**config.mk**
```make
export PLATFORM = sky130hd
export DESIGN_NAME = scr_frame_acc
export DESIGN_NICKNAME = d
export VERILOG_FILES = /design/src/hw/rtl/scr_pkg.sv /design/src/hw/rtl/scr_frame_acc.sv
export SDC_FILE = /design/constraint.sdc
export NUM_CORES = 1
export LEC_CHECK = 0
export BUFFER_PORTS_ARGS = -buffer_cell sky130_fd_sc_hd__buf_4
export CORE_AREA = 2 2 95 70
export CTS_CLUSTER_DIAMETER = 200
export DETAILED_ROUTE_END_ITERATION = 10
export DIE_AREA = 0 0 97 72
export PLACE_DENSITY = 0.69
export SYNTH_ARGS = -nofsm -noshare
export SYNTH_HDL_FRONTEND = slang
export SYNTH_SLANG_ARGS = --single-unit
```
**constraint.sdc**
```tcl
create_clock -name clk -period 5.38 [get_ports clk]
set_input_delay 0.538 -clock clk [delete_from_list [all_inputs] [get_ports clk]]
set_output_delay 0.538 -clock clk [all_outputs]
set_load 0.01 [all_outputs]
```
**src/hw/rtl/scr_pkg.sv**
```systemverilog
`default_nettype none

package scr_pkg;

  // frame layout
  localparam int unsigned FRAME_LEN = 26;
  localparam int unsigned POS_W     = $clog2(FRAME_LEN);
  localparam int unsigned SUM_W     = 13;

  localparam logic [POS_W-1:0] POS_HDR0    = POS_W'(0);
  localparam logic [POS_W-1:0] POS_HDR1    = POS_W'(1);
  localparam logic [POS_W-1:0] POS_CMD_LO  = POS_W'(4);
  localparam logic [POS_W-1:0] POS_CMD_HI  = POS_W'(5);
  localparam logic [POS_W-1:0] POS_VAL_LO  = POS_W'(10);
  localparam logic [POS_W-1:0] POS_VAL_HI  = POS_W'(11);
  localparam logic [POS_W-1:0] POS_CKS_LO  = POS_W'(FRAME_LEN - 2);
  localparam logic [POS_W-1:0] POS_LAST    = POS_W'(FRAME_LEN - 1);

  localparam logic [7:0] HDR0_BYTE  = 8'hAA;
  localparam logic [7:0] HDR1_BYTE  = 8'h55;
  localparam logic [7:0] FLAG_TAKEN = 8'h01;

  // command codes
  localparam logic [15:0] CMD_STATUS     = 16'h0046;
  localparam logic [15:0] CMD_IMAGE      = 16'h0020;
  localparam logic [15:0] CMD_GENERATE_T = 16'h0060;
  localparam logic [15:0] CMD_STORE      = 16'h0040;
  localparam logic [15:0] CMD_MERGE_T    = 16'h0061;
  localparam logic [15:0] CMD_SEARCH_T   = 16'h0063;

  // frame status codes
  localparam logic [1:0] ST_OK      = 2'd0;
  localparam logic [1:0] ST_BAD_HDR = 2'd1;
  localparam logic [1:0] ST_BAD_SUM = 2'd2;
  localparam logic [1:0] ST_UNKNOWN = 2'd3;

  // everything gathered over bytes 0 to 24
  typedef struct packed {
    logic             hdr_match;
    logic [SUM_W-1:0] sum;
    logic [15:0]      cmd;
    logic [15:0]      value;
    logic [7:0]       cks_lo;
  } frame_t;

  typedef struct packed {
    logic [15:0] reply_value;
    logic [15:0] command_word;
    logic        header_ok;
    logic        checksum_ok;
    logic [1:0]  frame_status;
  } reply_t;

endpackage

`default_nettype wire

```
**src/hw/rtl/scr_frame_acc.sv**
```systemverilog
`default_nettype none

module scr_frame_acc
  import scr_pkg::*;
(
  input  wire logic       clk,
  input  wire logic       rst_n,
  input  wire logic       accept,
  input  wire logic [7:0] rx_byte,
  output frame_t          frame,
  output logic            last
);

  logic [POS_W-1:0] pos_r, pos_nxt;
  frame_t           frm_r, frm_nxt;

  assign last  = (pos_r >= POS_LAST);
  assign frame = frm_r;

  always_comb begin
    pos_nxt = pos_r;
    frm_nxt = frm_r;
    if (accept) begin
      if (last) begin
        pos_nxt = '0;
        frm_nxt = '{hdr_match: 1'b1, default: '0};
      end else begin
        pos_nxt = pos_r + POS_W'(1);
        if (pos_r < POS_CKS_LO) begin
          frm_nxt.sum = frm_r.sum + SUM_W'(rx_byte);
        end
        case (pos_r)
          POS_HDR0:   frm_nxt.hdr_match = (rx_byte == HDR0_BYTE);
          POS_HDR1:   frm_nxt.hdr_match = frm_r.hdr_match & (rx_byte == HDR1_BYTE);
          POS_CMD_LO: frm_nxt.cmd[7:0]    = rx_byte;
          POS_CMD_HI: frm_nxt.cmd[15:8]   = rx_byte;
          POS_VAL_LO: frm_nxt.value[7:0]  = rx_byte;
          POS_VAL_HI: frm_nxt.value[15:8] = rx_byte;
          POS_CKS_LO: frm_nxt.cks_lo      = rx_byte;
          default: ;
        endcase
      end
    end
  end

  always_ff @(posedge clk) begin
    if (!rst_n) begin
      pos_r <= '0;
      frm_r <= '{hdr_match: 1'b1, default: '0};
    end else begin
      pos_r <= pos_nxt;
      frm_r <= frm_nxt;
    end
  end

endmodule

`default_nettype wire

```
Word level (Yosys, flattened, before mapping)
Cells that the tools add are included.
Word-level totals
  register bits after elaboration: 59
  input bits: 11
  output and inout bits: 55
  logic and storage cells: 45
Operators by class
  add/subtract/negate cells: 2
  order comparisons: 2
  equality and inequality tests: 8
  muxes and demuxes: 9
  bitwise gates (word level): 1
  reductions and logical operators: 15
Operators by type and width (number)
  $mux 54: 1
  $mux 8: 5
  $reduce_and 2->1: 7
  $add 13x8->13: 1
  $mux 13: 1
  $reduce_bool 2->1: 6
  $eq 5x3->1 const B: 2
  $eq 5x4->1 const B: 2
  $eq 8x7->1 const B: 1
  $eq 8x8->1 const B: 1
  $add 5x1->5 const B: 1
  $eq 5x1->1 const B: 1
  $eq 5x5->1 const B: 1
  $ge 5x5->1 const B: 1
  $logic_not 5->1: 1
  $lt 5x5->1 const B: 1
  $mux 5: 1
  $reduce_bool 3->1: 1
  $pmux 1 s2: 1
  $and 1x1->1: 1

Logic depth before layout (Yosys ltp)
  word-level depth: 4
  depth in mapped cells: 9
  depth with buffers taken out: 9

Worst setup path after synthesis
OpenSTA, ideal clock, no wires.
  kind: reg2out
  start: register pos_r[1]
  end: output last
  arrival time: 1.552 ns
  required time: 4.842 ns
  path slack: 3.290 ns
  stages on the path, launching flop included: 8
  path buffers: 2
  cells stage by stage: dfxtp_1 -> inv_1 -> ha_1 -> nor4_1 -> or2_2 -> buf_2 -> buf_2 -> inv_1
On the way
  cells in the longest elaborated chain, start to end: 1
Ends and longest elaborated chain
  start, declared: line scr_frame_acc.sv:14  | logic [POS_W-1:0] pos_r, pos_nxt;
  start signal, assigned: line scr_frame_acc.sv:51  | pos_r <= pos_nxt;
  $ge 5x5->1: line scr_frame_acc.sv:17  | assign last = (pos_r >= POS_LAST);
  end, declared: line scr_frame_acc.sv:11  | output logic last
No other way between the ends.

Worst setup path after layout
Ends and elaborated chain as after synthesis.

==> impl_metrics.toml <==
[setup_path]
cp.required_ps = 4840
cp-end-kind = "output port"
startpoint = "pos_r[1]"
r2r-start = "pos_r[1]"
r2r_cells = 6
worst-path-max-fanout = 27
cp-start-kind = "register"
r2r_slack_ps = 3060
crit_type = "reg2out"
worstPathArrival_ps = 2200

[die]
die_y_um = 72
ios = 66
design.core.area_sq_um = 6036
die_area_sq_um = 6984
fp.dieW_um = 97
start_util = 0.4753
rows = 24

[logic_synthesis]
synthDistinctLibCells = 44
syn_area_per_cell_sq_um = 8.910
ys_seq_area_frac = 0.4117
yosys_warnings = 0
ys_ff_latch = 59
synth_edf_count = 0
synth_area_sq_um = 2869
syn-num-nets = 346
synth-async-reset-ratio = 0
synth_flop_cell = "dfxtp_1"
synthCells = 322

[route]
vias = 2555
viasPerCell = 5.579
drtPass1Iterations = 4
first_iter_violations = 135
drc = 0
routed_wl_um = 7368
avgRoutedWirePerCell_um = 16.09
ant_nets = 0

[clocking]
cts_tree = "done"
cts.sinks = 59
h-tree-depth = 3
cts_setup_buffers = 0
insertion_delay_ps = 330
holdBufCountCts = 0
path_clk_slew_ps = 60
numCtsBuffers = 9
cts_root_buffer = "clkbuf_8"
cts_buffer_depth = 2
ctsResizeCount = 0

[layout]
antennaDiodeCount = 0
final_common_cell = "buf_4"
fill_cells = 527
nets = 404
utilization = 0.5817
fin_area_sq_um = 3511
final_cell_mix = "buf_4 (65), dfxtp_1 (59), o21ai_0 (40)"
syn2layout_area_growth_pct = 22.37
final_layout_size_suffix_gt1_frac = 0.2289

[timing]
max_slew.worst_pin.slew_ps = 598.5
fin_crit_ps = 2734
finalSetupViolCount = 0
fmax_mhz = 365.7
fin_hold_ws_ps = 498.0
finalSetupTns_ps = 0
relSlewSlack = 0.5998
finClkSkew_ps = 9.274
rsz0062_at_grt = "false"
slew_viol_final = 0
final-hold-violation-count = 0
fin_crit_sh = 0.5082

[global_routing]
grt_usage = 0.2163
grt_overflow_total = 0
grt_pass1_vias = 2404
antenna_found_initial = 0
grt_pass1_wl_um = 12000
grt_max_degree = 54

[worst_hold_path]
hold_start = "frame[46]"
hold_depth = 2
min_path_type = "reg2reg"

[placement]
gp_congestion = 0.8013
dp_hpwl_um = 5153
portBuffers = 65
place_area_sq_um = 3368

[status]
status = "finished clean"

[power_and_ir_drop]
pwr_density_cell_nw_per_um2 = 257.4
ir_worst_vdd_v = 0.0001594
leakage_uw = 0.001443

[flow_run]
cap_violations = 0
## logic make-up after synthesis
logic type                 after synthesis  share of synthesized area
and+or+nand+nor                        134                     0.2656
AOI/OAI and AO/OA                       79                     0.1867
DFF                                     59                     0.4117
buffers and inverters                   25                    0.03925
adders and majority gates               13                    0.05931
xor gates and xnor gates                11                    0.03358
muxes                                    1                   0.003925
## registers in the layout, indices dropped and copies added, names as in the netlist
| name | count |
|---|---|
| frame | 54 |
| pos_r | 5 |
## final cells by class
type,instances,area [sq um],share of cell area
Clock buffer,10,137.6,0.03920
Clock inverter,1,5.005,0.001426
Inverter,7,26.28,0.007484
Multi-Input combinational cell,238,1575,0.4487
Sequential cell,59,1181,0.3364
Tap cell,78,97.59,0.02780
Timing Repair Buffer,65,488.0,0.1390
## path summary, 6_finish.rpt
check	endpoint
max	last
max reg2reg	frame[50]
min	frame[46]
min reg2reg	frame[46]
## routing by layer
layer  routed length, um  vias up  track usage  part of all wire
met5                   0        -            0                 0
met4                  51        0      0.07512            0.0069
met3                 573        6      0.07514             0.078
met2                3272       92       0.3194              0.44
met1                3471     1192       0.2971              0.47
li1                    -     1265            -                 -
## per-stage QoR
stage	setup WS [ps]	power [uW]	std cells
global placement	3073	585.2	447
global route	2503	944.8	458
finish	2646	903.6	458
detailed placement	3025	587.2	447
floorplan	3290	543.3	322
CTS	2657	909.6	458
## cells in the mapped netlist, types with 2 or more instances
master / n / share of area
ha_1: 12 / 0.052
a32oi_1: 18 / 0.055
xor2_1: 7 / 0.021
xnor2_1: 4 / 0.012
o21ai_0: 40 / 0.070
nand3_1: 32 / 0.056
o211ai_1: 3 / 0.0078
nor2_1: 15 / 0.020
dfxtp_1: 59 / 0.41
or2_2: 2 / 0.0044
nand4_1: 6 / 0.013
a21oi_1: 6 / 0.010
nand2_1: 19 / 0.025
buf_4: 3 / 0.0078
nor2b_1: 19 / 0.041
or3_1: 2 / 0.0044
nor4b_4: 2 / 0.017
clkbuf_1: 9 / 0.012
inv_1: 7 / 0.0092
buf_2: 6 / 0.010
and2_1: 28 / 0.061
## critical path, cell delays in order (launching register included)
cell and delay, ps:
dfxtp_1 470, inv_1 120, ha_1 280, nor4_1 240, or2_2 500, inv_1 80, buf_4 160
## where the power goes
group | internal, uW | leakage (uW) | switching, uW | total (uW)
logic | 54.9 | 0.000890 | 66.6 | 121
registers | 447 | 0.000477 | 10.9 | 458
clock network | 166 | 0.0000758 | 159 | 324
(Power assumes the default switching activity.)
